--- src/rtl/wmcs_pkg.sv ---
package wmcs_pkg;

    localparam int NUM_SLOTS = 8;
    localparam int IDX_W     = 3;
    localparam int WREG_W    = 16;
    localparam int FRAC_W    = 16;
    localparam int SAMPLE_W  = 32;
    localparam int ADDR_W    = 5;
    localparam int DATA_W    = 32;
    localparam int REG_LSB   = 2;

    typedef logic [NUM_SLOTS-1:0][WREG_W-1:0]   weight_arr_t;
    typedef logic [NUM_SLOTS-1:0][SAMPLE_W-1:0] sample_arr_t;

    function automatic int used_weight_bits(int wb);
        return (wb < WREG_W) ? wb : WREG_W;
    endfunction

    function automatic int used_frac_bits(int fb);
        return (fb < FRAC_W) ? fb : FRAC_W;
    endfunction

    // running sums of n weights never overflow this width
    function automatic int sum_width(int n, int wb);
        return used_weight_bits(wb) + $clog2(n);
    endfunction

endpackage

--- src/rtl/wmcs_regs.sv ---
module wmcs_regs
    import wmcs_pkg::*;
(
    input  logic              aclk,
    input  logic              aresetn,
    input  logic              psel,
    input  logic              penable,
    input  logic              pwrite,
    input  logic [ADDR_W-1:0] paddr,
    input  logic [DATA_W-1:0] pwdata,
    output logic [DATA_W-1:0] prdata,
    output logic              pready,
    output weight_arr_t       weights
);

    weight_arr_t                       weight_reg;
    logic        [ADDR_W-REG_LSB-1:0] reg_index;

    assign reg_index = paddr[ADDR_W-1:REG_LSB];
    assign pready    = 1'b1;
    assign weights   = weight_reg;
    assign prdata    = {{(DATA_W-WREG_W){1'b0}}, weight_reg[reg_index]};

    always_ff @(posedge aclk) begin
        if (!aresetn) begin
            for (int k = 0; k < NUM_SLOTS; k++) begin
                weight_reg[k] <= WREG_W'(1);
            end
        end else if (psel && penable && pwrite) begin
            weight_reg[reg_index] <= pwdata[WREG_W-1:0];
        end
    end

endmodule

--- src/rtl/wmcs_scale.sv ---
module wmcs_scale
    import wmcs_pkg::*;
#(
    parameter int NUM_COMPONENTS = 8,
    parameter int WEIGHT_BITS    = 16,
    parameter int FRACTION_BITS  = 16,
    localparam int SUM_W = sum_width(NUM_COMPONENTS, WEIGHT_BITS)
) (
    input  logic                                aclk,
    input  logic                                aresetn,
    input  weight_arr_t                         weights,
    input  logic                                in_valid,
    output logic                                in_ready,
    input  logic [FRAC_W-1:0]                   in_fraction,
    input  sample_arr_t                         in_samples,
    output logic                                out_valid,
    input  logic                                out_ready,
    output sample_arr_t                         out_samples,
    output logic [NUM_COMPONENTS-1:0][SUM_W-1:0] out_cum,
    output logic [SUM_W-1:0]                    out_scaled,
    output logic                                out_zero
);

    localparam int WU     = used_weight_bits(WEIGHT_BITS);
    localparam int FU     = used_frac_bits(FRACTION_BITS);
    localparam int PROD_W = FU + SUM_W;

    logic [SUM_W-1:0]                     run_sum;
    logic [NUM_COMPONENTS-1:0][SUM_W-1:0] cum1_next;
    logic [PROD_W-1:0]                    product;
    logic                                 en1;
    logic                                 en2;

    // prefix stage
    logic                                 v1_reg;
    logic [FU-1:0]                        frac1_reg;
    sample_arr_t                          samp1_reg;
    logic [NUM_COMPONENTS-1:0][SUM_W-1:0] cum1_reg;

    // scale stage
    logic                                 v2_reg;
    sample_arr_t                          samp2_reg;
    logic [NUM_COMPONENTS-1:0][SUM_W-1:0] cum2_reg;
    logic [SUM_W-1:0]                     scaled2_reg;
    logic                                 zero2_reg;

    assign en2      = !v2_reg || out_ready;
    assign en1      = !v1_reg || en2;
    assign in_ready = en1;

    always_comb begin
        run_sum = '0;
        for (int k = 0; k < NUM_COMPONENTS; k++) begin
            run_sum      = run_sum + SUM_W'(weights[k][WU-1:0]);
            cum1_next[k] = run_sum;
        end
    end

    assign product = PROD_W'(frac1_reg) * PROD_W'(cum1_reg[NUM_COMPONENTS-1]);

    always_ff @(posedge aclk) begin
        if (!aresetn) begin
            v1_reg <= 1'b0;
            v2_reg <= 1'b0;
        end else begin
            if (en1) begin
                v1_reg <= in_valid;
            end
            if (en2) begin
                v2_reg <= v1_reg;
            end
        end
    end

    always_ff @(posedge aclk) begin
        if (en1 && in_valid) begin
            frac1_reg <= in_fraction[FU-1:0];
            samp1_reg <= in_samples;
            cum1_reg  <= cum1_next;
        end
        if (en2 && v1_reg) begin
            samp2_reg   <= samp1_reg;
            cum2_reg    <= cum1_reg;
            scaled2_reg <= SUM_W'(product >> FRACTION_BITS);
            zero2_reg   <= (cum1_reg[NUM_COMPONENTS-1] == '0);
        end
    end

    assign out_valid   = v2_reg;
    assign out_samples = samp2_reg;
    assign out_cum     = cum2_reg;
    assign out_scaled  = scaled2_reg;
    assign out_zero    = zero2_reg;

endmodule

--- src/rtl/wmcs_pick.sv ---
module wmcs_pick
    import wmcs_pkg::*;
#(
    parameter int NUM_COMPONENTS = 8,
    parameter int WEIGHT_BITS    = 16,
    localparam int SUM_W = sum_width(NUM_COMPONENTS, WEIGHT_BITS)
) (
    input  logic                                aclk,
    input  logic                                aresetn,
    input  logic                                in_valid,
    output logic                                in_ready,
    input  sample_arr_t                         in_samples,
    input  logic [NUM_COMPONENTS-1:0][SUM_W-1:0] in_cum,
    input  logic [SUM_W-1:0]                    in_scaled,
    input  logic                                in_zero,
    output logic                                m_valid,
    input  logic                                m_ready,
    output logic [IDX_W-1:0]                    m_chosen_index,
    output logic [SAMPLE_W-1:0]                 m_chosen_sample,
    output logic                                m_all_weights_zero
);

    logic [IDX_W-1:0] idx3_next;
    logic             en3;
    logic             en4;

    logic             v3_reg;
    logic [IDX_W-1:0] idx3_reg;
    logic             zero3_reg;
    sample_arr_t      samp3_reg;

    logic                m_valid_reg;
    logic [IDX_W-1:0]    m_index_reg;
    logic [SAMPLE_W-1:0] m_sample_reg;
    logic                m_zero_reg;

    assign en4      = !m_valid_reg || m_ready;
    assign en3      = !v3_reg || en4;
    assign in_ready = en3;

    // first component whose running sum exceeds the scaled fraction
    always_comb begin
        idx3_next = IDX_W'(NUM_COMPONENTS - 1);
        for (int k = NUM_COMPONENTS - 1; k >= 0; k--) begin
            if (in_cum[k] > in_scaled) begin
                idx3_next = IDX_W'(k);
            end
        end
        if (in_zero) begin
            idx3_next = '0;
        end
    end

    always_ff @(posedge aclk) begin
        if (!aresetn) begin
            v3_reg      <= 1'b0;
            m_valid_reg <= 1'b0;
        end else begin
            if (en3) begin
                v3_reg <= in_valid;
            end
            if (en4) begin
                m_valid_reg <= v3_reg;
            end
        end
    end

    always_ff @(posedge aclk) begin
        if (en3 && in_valid) begin
            idx3_reg  <= idx3_next;
            zero3_reg <= in_zero;
            samp3_reg <= in_samples;
        end
        if (en4 && v3_reg) begin
            m_index_reg  <= idx3_reg;
            m_sample_reg <= samp3_reg[idx3_reg];
            m_zero_reg   <= zero3_reg;
        end
    end

    assign m_valid            = m_valid_reg;
    assign m_chosen_index     = m_index_reg;
    assign m_chosen_sample    = m_sample_reg;
    assign m_all_weights_zero = m_zero_reg;

`ifndef SYNTHESIS
    a_scaled_below_total: assert property (@(posedge aclk) disable iff (!aresetn)
        in_valid && !in_zero |-> in_scaled < in_cum[NUM_COMPONENTS-1])
        else $error("scaled fraction not below total weight");

    a_zero_picks_first: assert property (@(posedge aclk) disable iff (!aresetn)
        m_valid && m_all_weights_zero |-> m_chosen_index == '0)
        else $error("all-zero weights must pick component zero");

    a_index_in_range: assert property (@(posedge aclk) disable iff (!aresetn)
        m_valid |-> {1'b0, m_chosen_index} < (IDX_W + 1)'(NUM_COMPONENTS))
        else $error("chosen index beyond component count");

    a_beat_advances: assert property (@(posedge aclk) disable iff (!aresetn)
        in_valid && in_ready |=> v3_reg)
        else $error("accepted beat lost in select stage");
`endif

endmodule

--- src/rtl/weighted_mixture_component_select.sv ---
// weighted mixture component select: one inverse-cdf draw per beat
// input channel (s_valid/s_ready): a 0.16 uniform fraction and one 32-bit
// sample word per component. result channel (m_valid/m_ready): the index of
// the first component whose running weight sum exceeds fraction * total,
// that component's sample word, and a flag set when every weight is zero
// (index 0 is then returned). otherwise zero-weight components are never chosen.
// weights are written over the apb port at byte address 4*i, 16 bits each,
// and the user must change them only while no beat is in flight; the block does not enforce this.
// pipeline: input handshake to m_valid passes through the prefix
// sum, scale multiply, compare/priority and output mux stages.
// throughput: one beat per cycle while m_ready stays high, with a single 16 x 19 multiplier stage.
// stall: each stage holds its beat while the one after it is full and stalled, so up to
// four beats wait inside; s_ready drops only when all stages are full.
// reset: synchronous, active low; every weight returns to 1, pipeline empties.
module weighted_mixture_component_select
    import wmcs_pkg::*;
#(
    parameter int NUM_COMPONENTS = 8,
    parameter int WEIGHT_BITS    = 16,
    parameter int FRACTION_BITS  = 16
) (
    input  logic                aclk,
    input  logic                aresetn,
    input  logic                psel,
    input  logic                penable,
    input  logic                pwrite,
    input  logic [ADDR_W-1:0]   paddr,
    input  logic [DATA_W-1:0]   pwdata,
    output logic [DATA_W-1:0]   prdata,
    output logic                pready,
    input  logic                s_valid,
    output logic                s_ready,
    input  logic [FRAC_W-1:0]   s_random_fraction,
    input  logic [SAMPLE_W-1:0] s_sample_zero,
    input  logic [SAMPLE_W-1:0] s_sample_one,
    input  logic [SAMPLE_W-1:0] s_sample_two,
    input  logic [SAMPLE_W-1:0] s_sample_three,
    input  logic [SAMPLE_W-1:0] s_sample_four,
    input  logic [SAMPLE_W-1:0] s_sample_five,
    input  logic [SAMPLE_W-1:0] s_sample_six,
    input  logic [SAMPLE_W-1:0] s_sample_seven,
    output logic                m_valid,
    input  logic                m_ready,
    output logic [IDX_W-1:0]    m_chosen_index,
    output logic [SAMPLE_W-1:0] m_chosen_sample,
    output logic                m_all_weights_zero
);

    localparam int SUM_W = sum_width(NUM_COMPONENTS, WEIGHT_BITS);

    weight_arr_t                          weights;
    sample_arr_t                          in_samples;
    logic                                 mid_valid;
    logic                                 mid_ready;
    sample_arr_t                          mid_samples;
    logic [NUM_COMPONENTS-1:0][SUM_W-1:0] mid_cum;
    logic [SUM_W-1:0]                     mid_scaled;
    logic                                 mid_zero;

    assign in_samples = {s_sample_seven, s_sample_six, s_sample_five, s_sample_four,
                         s_sample_three, s_sample_two, s_sample_one, s_sample_zero};

    wmcs_regs u_regs (
        .aclk    (aclk),
        .aresetn (aresetn),
        .psel    (psel),
        .penable (penable),
        .pwrite  (pwrite),
        .paddr   (paddr),
        .pwdata  (pwdata),
        .prdata  (prdata),
        .pready  (pready),
        .weights (weights)
    );

    wmcs_scale #(
        .NUM_COMPONENTS (NUM_COMPONENTS),
        .WEIGHT_BITS    (WEIGHT_BITS),
        .FRACTION_BITS  (FRACTION_BITS)
    ) u_scale (
        .aclk        (aclk),
        .aresetn     (aresetn),
        .weights     (weights),
        .in_valid    (s_valid),
        .in_ready    (s_ready),
        .in_fraction (s_random_fraction),
        .in_samples  (in_samples),
        .out_valid   (mid_valid),
        .out_ready   (mid_ready),
        .out_samples (mid_samples),
        .out_cum     (mid_cum),
        .out_scaled  (mid_scaled),
        .out_zero    (mid_zero)
    );

    wmcs_pick #(
        .NUM_COMPONENTS (NUM_COMPONENTS),
        .WEIGHT_BITS    (WEIGHT_BITS)
    ) u_pick (
        .aclk               (aclk),
        .aresetn            (aresetn),
        .in_valid           (mid_valid),
        .in_ready           (mid_ready),
        .in_samples         (mid_samples),
        .in_cum             (mid_cum),
        .in_scaled          (mid_scaled),
        .in_zero            (mid_zero),
        .m_valid            (m_valid),
        .m_ready            (m_ready),
        .m_chosen_index     (m_chosen_index),
        .m_chosen_sample    (m_chosen_sample),
        .m_all_weights_zero (m_all_weights_zero)
    );

endmodule

--- config.mk ---
export PLATFORM = sky130hd
export DESIGN_NAME = weighted_mixture_component_select
export DESIGN_NICKNAME = d
export VERILOG_FILES = /design/src/rtl/wmcs_pkg.sv /design/src/rtl/wmcs_regs.sv /design/src/rtl/wmcs_scale.sv /design/src/rtl/wmcs_pick.sv /design/src/rtl/weighted_mixture_component_select.sv
export SDC_FILE = /design/constraint.sdc
export NUM_CORES = 2
export LEC_CHECK = 0
export ABC_AREA = 1
export ABC_CLOCK_PERIOD_IN_PS = 28600
export BUFFER_PORTS_ARGS = -buffer_cell sky130_fd_sc_hd__clkbuf_2
export CAP_MARGIN = 0
export CORE_MARGIN = 5
export CORE_UTILIZATION = 61
export DETAILED_ROUTE_END_ITERATION = 7
export MAX_ROUTING_LAYER = met4
export PLACE_DENSITY = 0.8
export SLEW_MARGIN = 15
export SYNTH_ARGS = -nofsm -noshare
export SYNTH_HDL_FRONTEND = slang
export SYNTH_HIERARCHICAL = 1
export SYNTH_SLANG_ARGS = --single-unit
--- constraint.sdc ---
create_clock -name aclk -period 28.6 [get_ports aclk]
set_input_delay 2.86 -clock aclk [delete_from_list [all_inputs] [get_ports aclk]]
set_output_delay 2.86 -clock aclk [all_outputs]
set_load 0.03 [all_outputs]
==> out/results.txt <==
The post-CTS setup repair buffer count was 0; the number of buffer cells added on primary ports was 351. The peak supply drop came out at 0.000270 V. The worst hold path passes through 0 cells.

The site row count is 116. The final standard cell count with taps included and fillers excluded was 7125; the effective utilization at floorplan was 0.614. CTS placed an instance of clkbuf_16 at the clock tree root. For this run, the number of Yosys warnings is 6. Quantity of gates resized following cts: 0. At the later pin of the worst-skew pair, clock insertion delay measures 0.73 ns. After detailed routing, the average wire length per cell comes to 21.0 µm. The final core area utilization came out at 0.682. Leaving out fill and tap cells, the most frequent cell in the layout is nand2_1. Summed over all nets, the half-perimeter wirelength after detailed placement is 103000 µm. The worst slew margin relative to its limit was 0.211; the critical path data arrival time was 9.96 ns. The global-route total usage across every layer came out at 0.287. From synthesis to final layout, the design area changed by 11.2%. Counting every instance in the synthesized netlist gives 5371. For this block, the initial DRC count from the detailed router was 4048.

The transition time at the pin with the least slew margin works out to 1.18 ns. The run gives 150000 µm as the final wirelength. In the routed design, unresolved DRC markers number 0.

The tools report the type of destination of the critical path as a flip-flop. The master of the slowest instance on the critical path is a221oi_1. TritonCTS built the clock tree. The detailed router placed 40200 vias in this run.

During I/O placement, the number of pins put on the boundary was 387. The tools report the number of failing hold endpoints at the final stage as 0. Leaving out fill and tap cells, the most frequent cells in the layout are nand2_1, edfxtp_1, nor2_1. The top fanout value on the critical path is 5, and the worst-case clock skew is 0.0577 ns.

The area of the die is 0.107 mm². The core region is 0.0999 mm². The worst min-delay path category was flip-flop to flip-flop.

Summing every instance area after synthesis gives 0.0613 mm². The worst setup path is of the flip-flop to flip-flop kind. The run gives 121 as the number of CTS-inserted buffers.

The number of nets in the layout is 6595. Including well taps, the total number of placed cells is 6855. The mean instance size in the synthesized netlist came out at 11.4 µm².

Element type at the critical path start: a flip-flop. The clock sink count is 1249. In the routed layout, each cell is associated on average with a via count of 5.65. The flow ran to the end, and the final reports show no timing, DRC or antenna violations.

Power spread over the standard cell area amounts to 102 mW/mm². The tools report the data required time at the worst endpoint as 29.08 ns. After clock tree synthesis, the flow added hold-fix buffers numbering 0. The die is 327 µm tall.

The H-tree was split into 3 levels. Maximum clock frequency: 105 MHz. The logs give 177 for the largest net degree at the start of global routing and 0.377 ns for the post-route worst hold slack.

Setup total negative slack on the finished layout was measured at 0 ns. The wire length of the first global-routing pass is 229000 µm. Setup repair after global routing left no endpoint under its margin.

The leakage power came out at 0.0291 µW. The minimum period implied by the final worst setup slack was 9.48 ns; the largest stage delay on the critical path was 0.86 ns. No sink is reached through more buffers than the 3 on the longest clock path. Max-cap violations in this run came to 0. The die boundary width is 327 µm. The final number of max-transition violations is 0.

The clock edge transition at the registers on the reported setup and hold paths came out at 0.07 ns. The first detailed-routing pass took 6 iterations. Routability-driven placement finished with a final weighted congestion of 0.951. The cell count of the worst reg-to-reg path was 48. The number of global-route vias before repair is 40000. The total of endpoints with negative setup slack in the final report was 0; the overall overflow remaining after global route was 0. Once detail routing completed, the nets flagged for antenna violations numbered 0. The initial antenna violation count came out at 36. The portion of the clock cycle consumed by the worst path in the final layout was 0.331; the share of final-layout standard cells stronger than drive strength 1 was 0.118.

The dominant cell type by count on the critical path is nand2_1.
critical path: cells and delay by family, from the launching register on:
family / cells / cell delay, ns
fa+ha+maj: 8 / 2.77
simple gates: 22 / 2.13
compound gates: 8 / 1.99
xor+xnor: 6 / 1.69
flops: 1 / 0.36
buf+inv: 4 / 0.27
area by class of cell:
| class | instances | area (µm²) |
|---|---|---|
| sequential | 1249 | 36200 |
| fill | 7009 | 31700 |
| multi-input combinational | 3358 | 22000 |
| clock buffer | 141 | 3100 |
| inverter | 575 | 2180 |
| timing repair buffer | 375 | 1960 |
| tap | 1298 | 1620 |
| clock inverter | 88 | 980 |
| antenna | 41 | 103 |
routing by layer:
metal	global-route usage	share of wire	wire, µm	vias to the layer above
li1	-	-	-	18600
met1	0.377	0.39	58800	19500
met2	0.451	0.48	71200	1880
met3	0.0610	0.096	14300	302
met4	0.102	0.037	5470	0
met5	-	0	0	-
through the flow:
step	cell area (µm²)	total power, µW	setup WS (ns)
final	68100	6970	19.12
after detailed placement	63900	5360	19.37
after global routing	68100	7470	18.58
after CTS	68000	6980	19.36
after global placement	63900	5280	19.45
after floorplan	61400	4490	4.90
power by group:
group	internal (µW)	switching [µW]	leakage, µW	total [µW]
logic	1070	1980	0.0154	3050
clock network	912	703	0.00194	1620
registers	2220	85.6	0.0117	2300
path summary, 6_finish.rpt:
kind | from | end | slack (ns)
worst min-delay path | u_scale/out_samples[97] | u_pick/samp3_reg[97] | 0.38
worst max register to register | u_regs/weights[0] | u_scale/cum1_reg[151] | 19.12
worst min register to register | u_scale/out_samples[97] | u_pick/samp3_reg[97] | 0.38
worst max-delay path | u_regs/weights[0] | u_scale/cum1_reg[151] | 19.12
No activity file was read; power rests on OpenSTA's default activity.
